[src/rtl/wshb_pkg.sv]
// ----------------------------------------------------------------------------
// Sample history buffer package
// Shared item types, field widths and the command and status bundles that
// pass between the controller and the datapath.
// ----------------------------------------------------------------------------
package wshb_pkg;

  localparam int SAMPLE_W  = 32;
  localparam int COUNT_W   = 7;
  localparam int INDEX_W   = 64;
  localparam int CFG_W     = 11;
  localparam int CAP_RESET = 1024;

  // Operation carried by an input item.
  typedef enum logic [1:0] {
    MODE_WRITE   = 2'd0,
    MODE_LATEST  = 2'd1,
    MODE_EXACT   = 2'd2,
    MODE_CLIPPED = 2'd3
  } mode_e;

  typedef struct packed {
    mode_e                mode;
    logic [SAMPLE_W-1:0]  sample_in;
    logic [COUNT_W-1:0]   request_count;
    logic [INDEX_W-1:0]   window_end;
  } in_item_t;

  typedef struct packed {
    logic [SAMPLE_W-1:0]  sample_out;
    logic                 sample_valid;
    logic [COUNT_W-1:0]   returned_count;
    logic [INDEX_W-1:0]   total_written;
    logic                 last;
  } out_item_t;

  // Controller to datapath commands.
  typedef struct packed {
    logic take_item;
    logic calc_avail;
    logic calc_oldest;
    logic decide;
    logic calc_back;
    logic calc_slot;
    logic emit_empty;
    logic stream;
  } cmd_t;

  // Datapath to controller status.
  typedef struct packed {
    logic item_is_write;
    logic reply_ok;
    logic issue_done;
    logic out_free;
  } sts_t;

endpackage

[src/rtl/wshb_ctrl.sv]
// ----------------------------------------------------------------------------
// Sample history buffer controller
// Sequences a read through the window arithmetic steps and then either the
// sample stream or the empty reply. Writes finish in the accept cycle.
// ----------------------------------------------------------------------------
module wshb_ctrl (
  input  logic            clk_i,
  input  logic            rst_ni,
  input  logic            in_valid_i,
  output logic            in_ready_o,
  input  wshb_pkg::sts_t  sts_i,
  output wshb_pkg::cmd_t  cmd_o
);
  import wshb_pkg::*;

  typedef enum logic [2:0] {
    ST_IDLE,
    ST_AVAIL,
    ST_OLDEST,
    ST_DECIDE,
    ST_BACK,
    ST_SLOT,
    ST_EMPTY,
    ST_STREAM
  } state_e;

  state_e state_q;
  logic   accept;

  assign in_ready_o = (state_q == ST_IDLE);
  assign accept     = in_valid_i && in_ready_o;

  // Commands are decoded from the current state.
  always_comb begin
    cmd_o             = '0;
    cmd_o.take_item   = accept;
    cmd_o.calc_avail  = (state_q == ST_AVAIL);
    cmd_o.calc_oldest = (state_q == ST_OLDEST);
    cmd_o.decide      = (state_q == ST_DECIDE);
    cmd_o.calc_back   = (state_q == ST_BACK);
    cmd_o.calc_slot   = (state_q == ST_SLOT);
    cmd_o.emit_empty  = (state_q == ST_EMPTY);
    cmd_o.stream      = (state_q == ST_STREAM);
  end

  // State register.
  always_ff @(posedge clk_i or negedge rst_ni) begin
    if (!rst_ni) begin
      state_q <= ST_IDLE;
    end else begin
      case (state_q)
        ST_IDLE: begin
          if (accept && !sts_i.item_is_write) state_q <= ST_AVAIL;
        end
        ST_AVAIL:  state_q <= ST_OLDEST;
        ST_OLDEST: state_q <= ST_DECIDE;
        ST_DECIDE: state_q <= ST_BACK;
        ST_BACK:   state_q <= ST_SLOT;
        ST_SLOT: begin
          state_q <= sts_i.reply_ok ? ST_STREAM : ST_EMPTY;
        end
        ST_EMPTY: begin
          if (sts_i.out_free) state_q <= ST_IDLE;
        end
        ST_STREAM: begin
          if (sts_i.issue_done) state_q <= ST_IDLE;
        end
        default: state_q <= ST_IDLE;
      endcase
    end
  end

  // The stream only ends once every sample has left the read stage.
  assert property (@(posedge clk_i) disable iff (!rst_ni)
    (state_q == ST_STREAM) && !sts_i.issue_done |=> (state_q == ST_STREAM))
    else $error("stream ended before all samples were issued");

  // A read item always passes through the window arithmetic first.
  assert property (@(posedge clk_i) disable iff (!rst_ni)
    accept && !sts_i.item_is_write |=> (state_q == ST_AVAIL))
    else $error("read item did not start the window sequence");

  assert property (@(posedge clk_i) disable iff (!rst_ni)
    accept && sts_i.item_is_write |=> (state_q == ST_IDLE))
    else $error("write item left the idle state");

endmodule

[config.mk]
export PLATFORM = sky130hd
export DESIGN_NAME = wshb_ctrl
export DESIGN_NICKNAME = d
export VERILOG_FILES = /design/src/rtl/wshb_pkg.sv /design/src/rtl/wshb_ctrl.sv
export SDC_FILE = /design/constraint.sdc
export NUM_CORES = 1
export LEC_CHECK = 0
export BUFFER_PORTS_ARGS = -buffer_cell sky130_fd_sc_hd__buf_2
export CORE_AREA = 2 2 39 41
export CTS_CLUSTER_DIAMETER = 120
export CTS_CLUSTER_SIZE = 25
export DETAILED_ROUTE_END_ITERATION = 10
export DIE_AREA = 0 0 41 43
export GPL_ROUTABILITY_DRIVEN = 0
export PLACE_DENSITY = 0.37
export SLEW_MARGIN = 20
export SYNTH_ARGS = -nofsm -noshare
export SYNTH_HDL_FRONTEND = slang
export SYNTH_SLANG_ARGS = --single-unit
[constraint.sdc]
create_clock -name clk_i -period 1.3 [get_ports clk_i]
set_clock_uncertainty 0.2 [all_clocks]
set_input_delay 0 -clock clk_i [delete_from_list [all_inputs] [get_ports clk_i]]
set_output_delay 0 -clock clk_i [all_outputs]
set_load 0.01 [all_outputs]
==> out/results.md, run 1 <==
| Metric | Value | Unit |
|:---|:---|:---|
| Outcome | complete, but fails checks | - |
| Violated checks | setup timing | - |
| IO Port Bufs | 15 | - |
| Crit Path Category | flop to output pin | - |
| Wire length per cell | 8.27 | um |
| Y dimension of the die | 43 | um |
| Number of antenna diodes | 0 | - |
| Placeable core region | 0.00138 | mm^2 |
| CTS H-tree depth | 1 | - |
| Number of maximum-capacitance constraint violations | 0 | - |
| Total negative slack | -96.1 | ps |
| Net Sw Power | 0.426 | mW |
| Vias after detailed routing | 301 | - |
| Total global routing track utilization | 0.0795 | - |
| Largest registers | state_q: 3 flops | - |
| Die outline area | 0.00176 | mm^2 |
| CTS buffer count | 3 | - |
| VDD IR max | 967 | uV |
| Wire length of the first global-routing pass | 931 | um |
| DR vias/cell | 4.01 | - |
| Mean area per synthesized cell | 7.76 | um^2 |
| Smallest setup slack after layout | -39.3 | ps |
| Family with the most delay on the worst path | flip-flops | - |
| Sort of element at the end of the critical path | output pin | - |
| Max-slew violations | 0 | - |
| Largest family of logic cells by synthesized area | simple AND/OR/NAND/NOR gates | - |
| Register with the most flip-flops | state_q | - |
| Final-stage net count | 67 | - |
| Startpoint class of the critical path | flop | - |
| Ports placed on the boundary | 16 | - |
| Power density of the placed cells | 2200 | mW/mm^2 |
| Number of DRC markers after the initial detailed-route iteration | 3 | - |
| Post-synthesis to final-layout area growth | 103 | % |
| Clock period minus worst slack | 1340 | ps |
| Pre-CTS WS | 23.3 | ps |
| Filler-free cell count of the finished design | 75 | - |
| Clock latency reported for the late side of the worst-skew pair | 230 | ps |
| Parity-gate share of the synthesized area counting xor and xnor cells | 0 | - |
| Post-route antenna net violation count | 0 | - |
| Critical path cell sequence | buf_6 -> nor3_4 -> and2_1 -> buf_2 | - |
| RSZ-0062 raised after global routing | yes | - |
| Clk sinks | 3 | - |
| Clock Path Buffers | 2 | - |
| Clock group share of total power | 0.155 | - |
| Sequential share of power | 0.243 | - |
| Share of synthesized area spent on multiplexers | 0 | - |
| Switching portion of total power | 0.410 | - |
| Detailed Route WL | 620 | um |
| Area fraction in and, or, nand and nor cells after synthesis | 0.414 | - |
| Net count after synthesis | 37 | - |
| Leftover overflow at the end of global routing | 0 | - |
| Post-synthesis sequential element count | 3 | - |
| Crit-path max FO | 5 | - |
| Die span in x | 41 | um |
| Synthesized instance count | 30 | - |
| Type of the tightest min-delay check | input port to asynchronous set/reset pin | - |
| Slowest CP cell | sky130_fd_sc_hd__dfrtp_2 | - |
| Largest stage delay on the critical path | 420 | ps |
| Fmax achieved | 747 | MHz |
| # fillers | 160 | - |
| Max_slew headroom | 0.857 | - |
| Post-CTS clock slew at the launch and capture registers of the worst setup and hold paths | 40 | ps |
| Area share of fa/ha/maj cells after synthesis | 0 | - |
| Placed Cells | 59 | - |
| Required arrival time at the worst endpoint | 1100 | ps |
| Detailed-placement wirelength estimate | 435 | um |
| Compound-cell area share of the yosys netlist | 0.156 | - |
| Setup-failing EPs final | 3 | - |
| Initial Utilization | 0.168 | - |
| Post-synthesis cell type count | 17 | - |
| Final hold violation count | 0 | - |
| Count of warnings emitted by yosys | 0 | - |
| Cell Area, Synth | 233 | um^2 |
| Library cell used as clock root buffer | sky130_fd_sc_hd__clkbuf_4 | - |
| Via count of the first global-routing pass | 246 | - |
| Cell-internal power | 0.614 | mW |
| Finished Core Util | 0.341 | - |
| Count of standard-cell rows | 14 | - |
| Number of flip-flops under the largest register name | 3 | - |
| # DRC | 0 | - |
| Clock tree from TritonCTS | done | - |
| Share of layout cells above drive strength 1 | 0.525 | - |
| Maximum number of pins on one net before global-route repair | 12 | - |
| Slew at the pin closest to its max-slew limit | 215 | ps |
| Power share of the combinational group | 0.602 | - |
| Final worst path period share | 1.03 | - |
| Number of antenna violations at the first check in global routing | 0 | - |
| First drt pass iteration count | 3 | - |
| Fin Hold WS | 433 | ps |
| Pleak | 0.249 | nW |
| Buffers & Inverters on Critical Path | 2 | - |
| Crit path arrival time | 1140 | ps |
| Sequential element share of the synthesized area | 0.323 | - |
## cell usage after synthesis, drive strengths merged
master  number  area (um^2)
buf          3         17.5
a21o         1         7.51
nor3b        3         32.5
dfrtp        3         75.1
a21oi        3         15.0
nand2b       1         6.26
o21ai        1         5.00
inv          2         7.50
a32oi        1         8.76
nor2         3         11.3
and3         2         12.5
nor3         2         10.0
nand2        3         11.3
and2         2         12.5
## per-stage QoR
| step | power [mW] | area, um^2 |
|---|---|---|
| after floorplan | 0.564 | 238 |
| after global placement | 0.722 | 323 |
| after detailed placement | 0.715 | 323 |
| after CTS | 1.01 | 457 |
| after global routing | 1.14 | 472 |
| final | 1.04 | 472 |
## layout make-up
cell class / instances / area, um^2 / area share
tap: 16 / 20.0 / 0.0424
multi-input combinational: 22 / 144 / 0.305
clock buffer: 4 / 26.3 / 0.0557
timing repair buffer: 28 / 195 / 0.414
inverter: 2 / 7.51 / 0.0159
sequential: 3 / 78.8 / 0.167
## tightest hold or removal path, cell delays in order
cell	delay, ps
sky130_fd_sc_hd__dlygate4sd3_1	510
sky130_fd_sc_hd__buf_2	90
sky130_fd_sc_hd__dlygate4sd3_1	600
## cells by family after synthesis
logic type / after synthesis
AOI/OAI and AO/OA: 6
DFF: 3
buffers and inverters: 5
and+or+nand+nor: 16
## power by group through the flow
stage / registers [mW] / logic [mW] / clock network [mW]
after global placement: 0.265 / 0.457 / 0
after CTS: 0.251 / 0.585 / 0.172
after detailed placement: 0.263 / 0.453 / 0
after global routing: 0.266 / 0.697 / 0.178
final: 0.253 / 0.626 / 0.161
after floorplan: 0.188 / 0.376 / 0
## repair_timing
action,CTS,global route
buffers inserted,4,1
setup endpoints to repair,9,9
pin swaps,1,1
resized for setup,4,3
endpoints found under the hold margin,6,0
hold buffers,7,0
## worst paths after layout
path                            start  slack (ps)    endpoint  cells after the start
max in group asynchronous      rst_ni         310  state_q[2]                      3
hold reg to reg            state_q[2]         470  state_q[2]                      2
setup / recovery           state_q[2]         -40    cmd_o[7]                      4
setup reg to reg           state_q[0]          50  state_q[0]                      3
hold / removal                 rst_ni         430  state_q[0]                      3
min in group clk_i           sts_i[1]         440  state_q[2]                      4
## per-layer routing
layer	vias to the layer above	routed length, um	global-route usage
met4	0	0	0.0600
met3	0	38	0.0314
met5	-	0	0
li1	158	-	-
met2	8	324	0.113
met1	135	257	0.0906
## cells in the final DEF (no fill, tap or decap), drive strengths merged
| cell | n |
|---|---|
| a21o | 1 |
| a21oi | 3 |
| a32oi | 1 |
| and2 | 2 |
| and3 | 2 |
| buf | 21 |
| clkbuf | 4 |
| dfrtp | 3 |
| dlygate4sd3 | 7 |
| inv | 2 |
| nand2 | 3 |
| nand2b | 1 |
| nor2 | 3 |
| nor3 | 2 |
| nor3b | 3 |
| o21ai | 1 |
(Power assumes the default switching activity.)
==> run 2, diff against run 1 <==
- CTS_BUF_LIST: default -> sky130_fd_sc_hd__clkbuf_8 sky130_fd_sc_hd__clkbuf_16
- HOLD_SLACK_MARGIN: default -> 0.12
==> run 2 against run 1 <==
Effect of this change:
- the run still ends with setup timing left
- non-clock buffer count stayed put
- critical path depth did not move
- maximum frequency up 1.4%
- utilization rose by 1.4 points
- setup slack better by 19 ps
- die area stayed put
- wire length increased by 0.65%
- design area grew 4.0%
- sequential share of layout area down 0.64 points
- highest routed layer unchanged
==> out/results.md, run 2 (synthesis gave the netlist of run 1 again) <==
| Metric | Value | Unit | vs previous |
|:---|:---|:---|:---|
| Ports placed on the boundary | 16 | - | unchanged |
| Violated checks | setup timing | - | unchanged |
| Setup-failing EPs final | 3 | - | unchanged |
| Startpoint class of the critical path | flop | - | unchanged |
| Number of DRC markers after the initial detailed-route iteration | 3 | - | unchanged |
| Power density of the placed cells | 2320 | mW/mm^2 | was 2200 mW/mm^2 |
| CTS buffer count | 3 | - | unchanged |
| Smallest setup slack after layout | -20.7 | ps | was -39.3 ps |
| Clock period minus worst slack | 1320 | ps | was 1340 ps |
| Placed Cells | 59 | - | unchanged |
| Number of flip-flops under the largest register name | 3 | - | unchanged |
| Filler-free cell count of the finished design | 75 | - | unchanged |
| Crit-path max FO | 5 | - | unchanged |
| Number of maximum-capacitance constraint violations | 0 | - | unchanged |
| Critical Path Start | state_q[2] | - | unchanged |
| Library cell used as clock root buffer | sky130_fd_sc_hd__clkbuf_8 | - | was sky130_fd_sc_hd__clkbuf_4 |
| VDD IR max | 970 | uV | was 967 uV |
| Crit Path Category | flop to output pin | - | unchanged |
| Power consumption | 1.14 | mW | was 1.04 mW |
| Detailed Route WL | 624 | um | was 620 um |
| Slew at the pin closest to its max-slew limit | 215 | ps | about the same |
| Critical register-to-register path startpoint | state_q[0] | - | unchanged |
| Worst setup endpoint | cmd_o[7] | - | unchanged |
| Sort of element at the end of the critical path | output pin | - | unchanged |
| Max_slew headroom | 0.856 | - | was 0.857 |
| Endpoint of the worst-slack reg-to-reg timing path | state_q[0] | - | unchanged |
| Y dimension of the die | 43 | um | unchanged |
| Finished Core Util | 0.354 | - | was 0.341 |
| Detailed-placement wirelength estimate | 435 | um | unchanged |
| Pleak | 0.261 | nW | was 0.249 nW |
| Count of cells along the worst register-to-register path | 3 | - | unchanged |
| Commonest non-fill, non-tap cell in the layout | sky130_fd_sc_hd__buf_2 | - | unchanged |
| Final worst path period share | 1.02 | - | was 1.03 |
| Largest registers | state_q: 3 flops | - | unchanged |
| Fmax achieved | 757 | MHz | was 747 MHz |
| Commonest non-fill, non-tap cells in the layout | sky130_fd_sc_hd__buf_2, sky130_fd_sc_hd__dlygate4sd3_1 | - | unchanged |
| Post-synthesis to final-layout area growth | 111 | % | was 103% |
| Outcome | complete, but fails checks | - | unchanged |
| IO Port Bufs | 15 | - | unchanged |
| DR vias/cell | 4.03 | - | was 4.01 |
| # DRC | 0 | - | unchanged |
| Via count of the first global-routing pass | 248 | - | was 246 |
| Register with the most flip-flops | state_q | - | unchanged |
| Number of antenna violations at the first check in global routing | 0 | - | unchanged |
| CTS H-tree depth | 1 | - | unchanged |
| Wire length of the first global-routing pass | 945 | um | was 931 um |
| Clock latency reported for the late side of the worst-skew pair | 210 | ps | was 230 ps |
| Total negative slack | -40.9 | ps | was -96.1 ps |
| Maximum number of pins on one net before global-route repair | 12 | - | unchanged |
| RSZ-0062 raised after global routing | yes | - | unchanged |
| Die outline area | 0.00176 | mm^2 | unchanged |
| Fin Hold WS | 450 | ps | was 433 ps |
| Required arrival time at the worst endpoint | 1100 | ps | about the same |
| Post-route antenna net violation count | 0 | - | unchanged |
| Post-route cell area | 490 | um^2 | was 472 um^2 |
| Leftover overflow at the end of global routing | 0 | - | unchanged |
| FF-to-FF setup slack | 50 | ps | about the same |
| Clock Path Buffers | 2 | - | unchanged |
| Clk sinks | 3 | - | unchanged |
| Total global routing track utilization | 0.0805 | - | was 0.0795 |
| Pre-CTS WS | 23.3 | ps | unchanged |
| Final-stage net count | 67 | - | unchanged |
| Post-CTS clock slew at the launch and capture registers of the worst setup and hold paths | 30 | ps | was 40 ps |
| Placeable core region | 0.00138 | mm^2 | unchanged |
| Max-slew violations | 0 | - | unchanged |
| Count of standard-cell rows | 14 | - | unchanged |
| Initial Utilization | 0.168 | - | unchanged |
| Vias after detailed routing | 302 | - | was 301 |
| First drt pass iteration count | 3 | - | unchanged |
| Placed standard-cell area | 323 | um^2 | unchanged |
| Die span in x | 41 | um | unchanged |
| Wire length per cell | 8.32 | um | was 8.27 um |
| Final hold violation count | 0 | - | unchanged |
| Crit path arrival time | 1120 | ps | was 1140 ps |
| Type of the tightest min-delay check | input port to asynchronous set/reset pin | - | unchanged |
| Number of antenna diodes | 0 | - | unchanged |
| Clock tree from TritonCTS | done | - | unchanged |
| Share of layout cells above drive strength 1 | 0.525 | - | unchanged |
-- run 2: how the worst min path moves through the flow --
stage	from	to	slack (ps)
2_1_floorplan	rst_ni	state_q[0]	-500
3_3_place_gp	rst_ni	state_q[2]	-400
3_5_place_dp	rst_ni	state_q[1]	-400
4_1_cts	rst_ni	state_q[0]	440
5_1_grt	rst_ni	state_q[2]	490
6_report	rst_ni	state_q[0]	450
-- run 2: layer usage --
metal | up-vias | global-route usage | share of wire | wire (um)
li1 | 158 | - | - | -
met2 | 8 | 0.113 | 0.52 | 326
met4 | 0 | 0.0600 | 0 | 0
met1 | 136 | 0.0939 | 0.42 | 259
met3 | 0 | 0.0314 | 0.061 | 38
met5 | - | 0 | 0 | 0
-- run 2: area by class of cell --
cell class	instances	area, um^2
clock buffer	3	41.3
clock inverter	1	3.75
fill	156	893
inverter	2	7.51
multi-input combinational	22	144
sequential	3	78.8
tap	16	20.0
timing repair buffer	28	195
-- run 2: where the power goes --
part           switching [mW]  internal (mW)  total, mW
registers              0.0988          0.154      0.253
logic                   0.281          0.344      0.626
clock network          0.0574          0.201      0.258
total                   0.438          0.699       1.14
-- run 2: what timing repair did --
| item | 4_1_cts | 5_1_grt |
|---|---|---|
| endpoints found under the hold margin | 7 | 0 |
| gates resized for setup | 5 | 2 |
| endpoints found under the setup margin | 9 | 7 |
| buffers inserted | 4 | 1 |
| hold buffers | 7 | 0 |
| pin swaps | 1 | 1 |
-- run 2: worst max-delay path, cell delays in order, from the launching register on --
cell                      delay (ps)
sky130_fd_sc_hd__dfrtp_2         420
sky130_fd_sc_hd__buf_6           130
sky130_fd_sc_hd__nor3_4          100
sky130_fd_sc_hd__and2_1          130
sky130_fd_sc_hd__buf_2           120
==> run 3, diff against run 2 <==
- BUFFER_PORTS_ARGS: -buffer_cell sky130_fd_sc_hd__buf_2 -> default
- CTS_BUF_LIST: sky130_fd_sc_hd__clkbuf_8 sky130_fd_sc_hd__clkbuf_16 -> sky130_fd_sc_hd__clkbuf_4 sky130_fd_sc_hd__clkbuf_8
- DONT_BUFFER_PORTS: default -> 1
- PLACE_DENSITY: 0.37 -> 0.3
==> run 3 against run 2 <==
Effect of this change:
- the run still ends with setup timing left
- maximum frequency increased by 0.36%
- critical endpoint is now cmd_o[3]
- sequential share of layout area increased by 2.7 points
- combinational power is 9.7% lower
==> out/results.md, run 3 (synthesis gave the netlist of run 1 again) <==
| Metric | Value | Unit | vs previous |
|:---|:---|:---|:---|
| Die outline area | 0.00176 | mm^2 | unchanged |
| Number of antenna violations at the first check in global routing | 0 | - | unchanged |
| Startpoint class of the critical path | flop | - | unchanged |
| RSZ-0062 raised after global routing | yes | - | unchanged |
| Crit Path Category | flop to output pin | - | unchanged |
| Library cell used as clock root buffer | sky130_fd_sc_hd__clkbuf_4 | - | was sky130_fd_sc_hd__clkbuf_8 |
| Finished Core Util | 0.304 | - | was 0.354 |
| Setup-failing EPs final | 1 | - | was 3 |
| Total area of sequential cells | 78.8 | um^2 | unchanged |
| Number of flip-flops under the largest register name | 3 | - | unchanged |
| Buffers & Inverters on Critical Path | 2 | - | unchanged |
| Power density of the placed cells | 2420 | mW/mm^2 | was 2320 mW/mm^2 |
| Smallest setup slack after layout | -16.0 | ps | was -20.7 ps |
| Die span in x | 41 | um | unchanged |
| Fmax achieved | 760 | MHz | was 757 MHz |
| CTS H-tree depth | 1 | - | unchanged |
| Post-CTS clock slew at the launch and capture registers of the worst setup and hold paths | 40 | ps | was 30 ps |
| Count of standard-cell rows | 14 | - | unchanged |
| Commonest non-fill, non-tap cell in the layout | sky130_fd_sc_hd__dlygate4sd3_1 | - | was sky130_fd_sc_hd__buf_2 |
| Clock latency reported for the late side of the worst-skew pair | 230 | ps | was 210 ps |
| Pre-CTS WS | -3.86 | ps | was 23.3 ps |
| Detailed-placement wirelength estimate | 443 | um | was 435 um |
| Crit-path max FO | 7 | - | was 5 |
| Y dimension of the die | 43 | um | unchanged |
| Pleak | 0.192 | nW | was 0.261 nW |
| Most Frequent Cell on Critical Path | sky130_fd_sc_hd__buf_4 | - |  |
| Critical Path Start | state_q[2] | - | unchanged |
| Final hold violation count | 0 | - | unchanged |
| Via count of the first global-routing pass | 249 | - | was 248 |
| Placeable core region | 0.00138 | mm^2 | unchanged |
| Post-synthesis to final-layout area growth | 80.6 | % | was 111% |
| Clock Path Buffers | 2 | - | unchanged |
| Slew at the pin closest to its max-slew limit | 362 | ps | was 215 ps |
| First drt pass iteration count | 2 | - | was 3 |
| Required arrival time at the worst endpoint | 1100 | ps | about the same |
| Max-slew violations | 0 | - | unchanged |
| Post-route antenna net violation count | 0 | - | unchanged |
| Vias after detailed routing | 257 | - | was 302 |
| Fin Hold WS | 339 | ps | was 450 ps |
| Total global routing track utilization | 0.0845 | - | was 0.0805 |
| Sort of element at the end of the critical path | output pin | - | unchanged |
| IO Port Bufs | 0 | - | was 15 |
| Clock tree from TritonCTS | done | - | unchanged |
| Largest stage delay on the critical path | 430 | ps | was 420 ps |
| Crit path arrival time | 1120 | ps | about the same |
| Maximum number of pins on one net before global-route repair | 12 | - | unchanged |
| Critical path cell sequence | buf_4 -> nor3b_2 -> buf_4 | - | was buf_6 -> nor3_4 -> and2_1 -> buf_2 |
| Ports placed on the boundary | 16 | - | unchanged |
| Final worst path period share | 1.01 | - | was 1.02 |
| Clk sinks | 3 | - | unchanged |
| Number of maximum-capacitance constraint violations | 0 | - | unchanged |
| Wire length of the first global-routing pass | 931 | um | was 945 um |
| VDD IR max | 932 | uV | was 970 uV |
| Share of layout cells above drive strength 1 | 0.467 | - | was 0.525 |
| Violated checks | setup timing | - | unchanged |
| Type of the tightest min-delay check | input port to asynchronous set/reset pin | - | unchanged |
| Slowest CP cell | sky130_fd_sc_hd__dfrtp_2 | - | unchanged |
| Clock period minus worst slack | 1320 | ps | about the same |
| Multi-input gate area in the final layout | 149 | um^2 | was 144 um^2 |
| Max_slew headroom | 0.756 | - | was 0.856 |
| DR vias/cell | 4.21 | - | was 4.03 |
| Critical register-to-register path startpoint | state_q[1] | - | was state_q[0] |
| Detailed Route WL | 632 | um | was 624 um |
| CTS buffer count | 3 | - | unchanged |
| Largest registers | state_q: 3 flops | - | unchanged |
| # DRC | 0 | - | unchanged |
| # fillers | 153 | - | was 156 |
| Initial Utilization | 0.168 | - | unchanged |
| Family with the most delay on the worst path | flip-flops | - | unchanged |
| Outcome | complete, but fails checks | - | unchanged |
| Final-stage net count | 53 | - | was 67 |
| Number of DRC markers after the initial detailed-route iteration | 1 | - | was 3 |
| Leftover overflow at the end of global routing | 0 | - | unchanged |
| Register with the most flip-flops | state_q | - | unchanged |
| Wire length per cell | 10.4 | um | was 8.32 um |
| Commonest non-fill, non-tap cells in the layout | sky130_fd_sc_hd__dlygate4sd3_1, sky130_fd_sc_hd__buf_4, sky130_fd_sc_hd__clkbuf_4 | - | was sky130_fd_sc_hd__buf_2, sky130_fd_sc_hd__dlygate4sd3_1 |
| Number of antenna diodes | 0 | - | unchanged |
[run 3: cell count changes in the layout (fill, tap and decap cells not counted), sizes merged]
cell and delta:
buf -14, clkbuf +1, inv -1
[run 3: per-layer routing]
metal  vias to the layer above  part of all wire  GRT usage
met5                         -                 0          0
met4                         0             0.025      0.100
met3                         2             0.082     0.0314
met2                        10              0.54      0.128
met1                       113              0.35     0.0712
li1                        132                 -          -
[run 3: final cells by class]
class                   instances  share of cell area
clock buffers                   4              0.0714
inverters                       2              0.0179
multi-input cells              22               0.354
flip-flops and latches          3               0.188
well taps                      16              0.0476
repair buffers                 14               0.321
[run 3: path summary, 6_finish.rpt]
check / end / slack, ps / cells past startpoint
worst max register to register: state_q[2] / 70 / 4
worst max-delay path: cmd_o[3] / -20 / 3
worst min register to register: state_q[1] / 430 / 2
max in group asynchronous: state_q[2] / 400 / 2
min in group clk_i: state_q[1] / 370 / 4
worst min-delay path: state_q[1] / 340 / 2
[run 3: through the flow]
| stage | total power, mW | cell area (um^2) | instances | TNS, ps |
|---|---|---|---|---|
| 5_1_grt | 1.11 | 420 | 61 | -265 |
| 4_1_cts | 1.03 | 417 | 61 | -61.7 |
| 6_report | 1.02 | 420 | 61 | -16.0 |
| 3_3_place_gp | 0.673 | 270 | 47 | -19.3 |
| 2_1_floorplan | 0.564 | 238 | 30 | 0 |
| 3_5_place_dp | 0.679 | 270 | 47 | -3.86 |
[run 3: worst register-to-register path: stages, from the launching register on]
cell and delay (ps):
sky130_fd_sc_hd__dfrtp_2 450, sky130_fd_sc_hd__buf_4 150, sky130_fd_sc_hd__nand2_1 100, sky130_fd_sc_hd__a21oi_1 60, sky130_fd_sc_hd__a21o_1 160
[run 3: where the power goes]
part / internal, mW / switching, mW / total [mW] / leakage, nW
clock: 0.136 / 0.0493 / 0.185 / 0.0184
sequential: 0.154 / 0.111 / 0.265 / 0.0323
combinational: 0.308 / 0.257 / 0.565 / 0.141
[run 3: repair_timing]
| action | 4_1_cts | 5_1_grt |
|---|---|---|
| hold buffers | 7 | 0 |
| endpoints found under the hold margin | 7 | 0 |
| pin swaps | 1 | 0 |
| gates resized for setup | 5 | 1 |
| setup endpoints to repair | 8 | 8 |
| setup buffers | 3 | 0 |
| gates cloned | 0 | 0 |
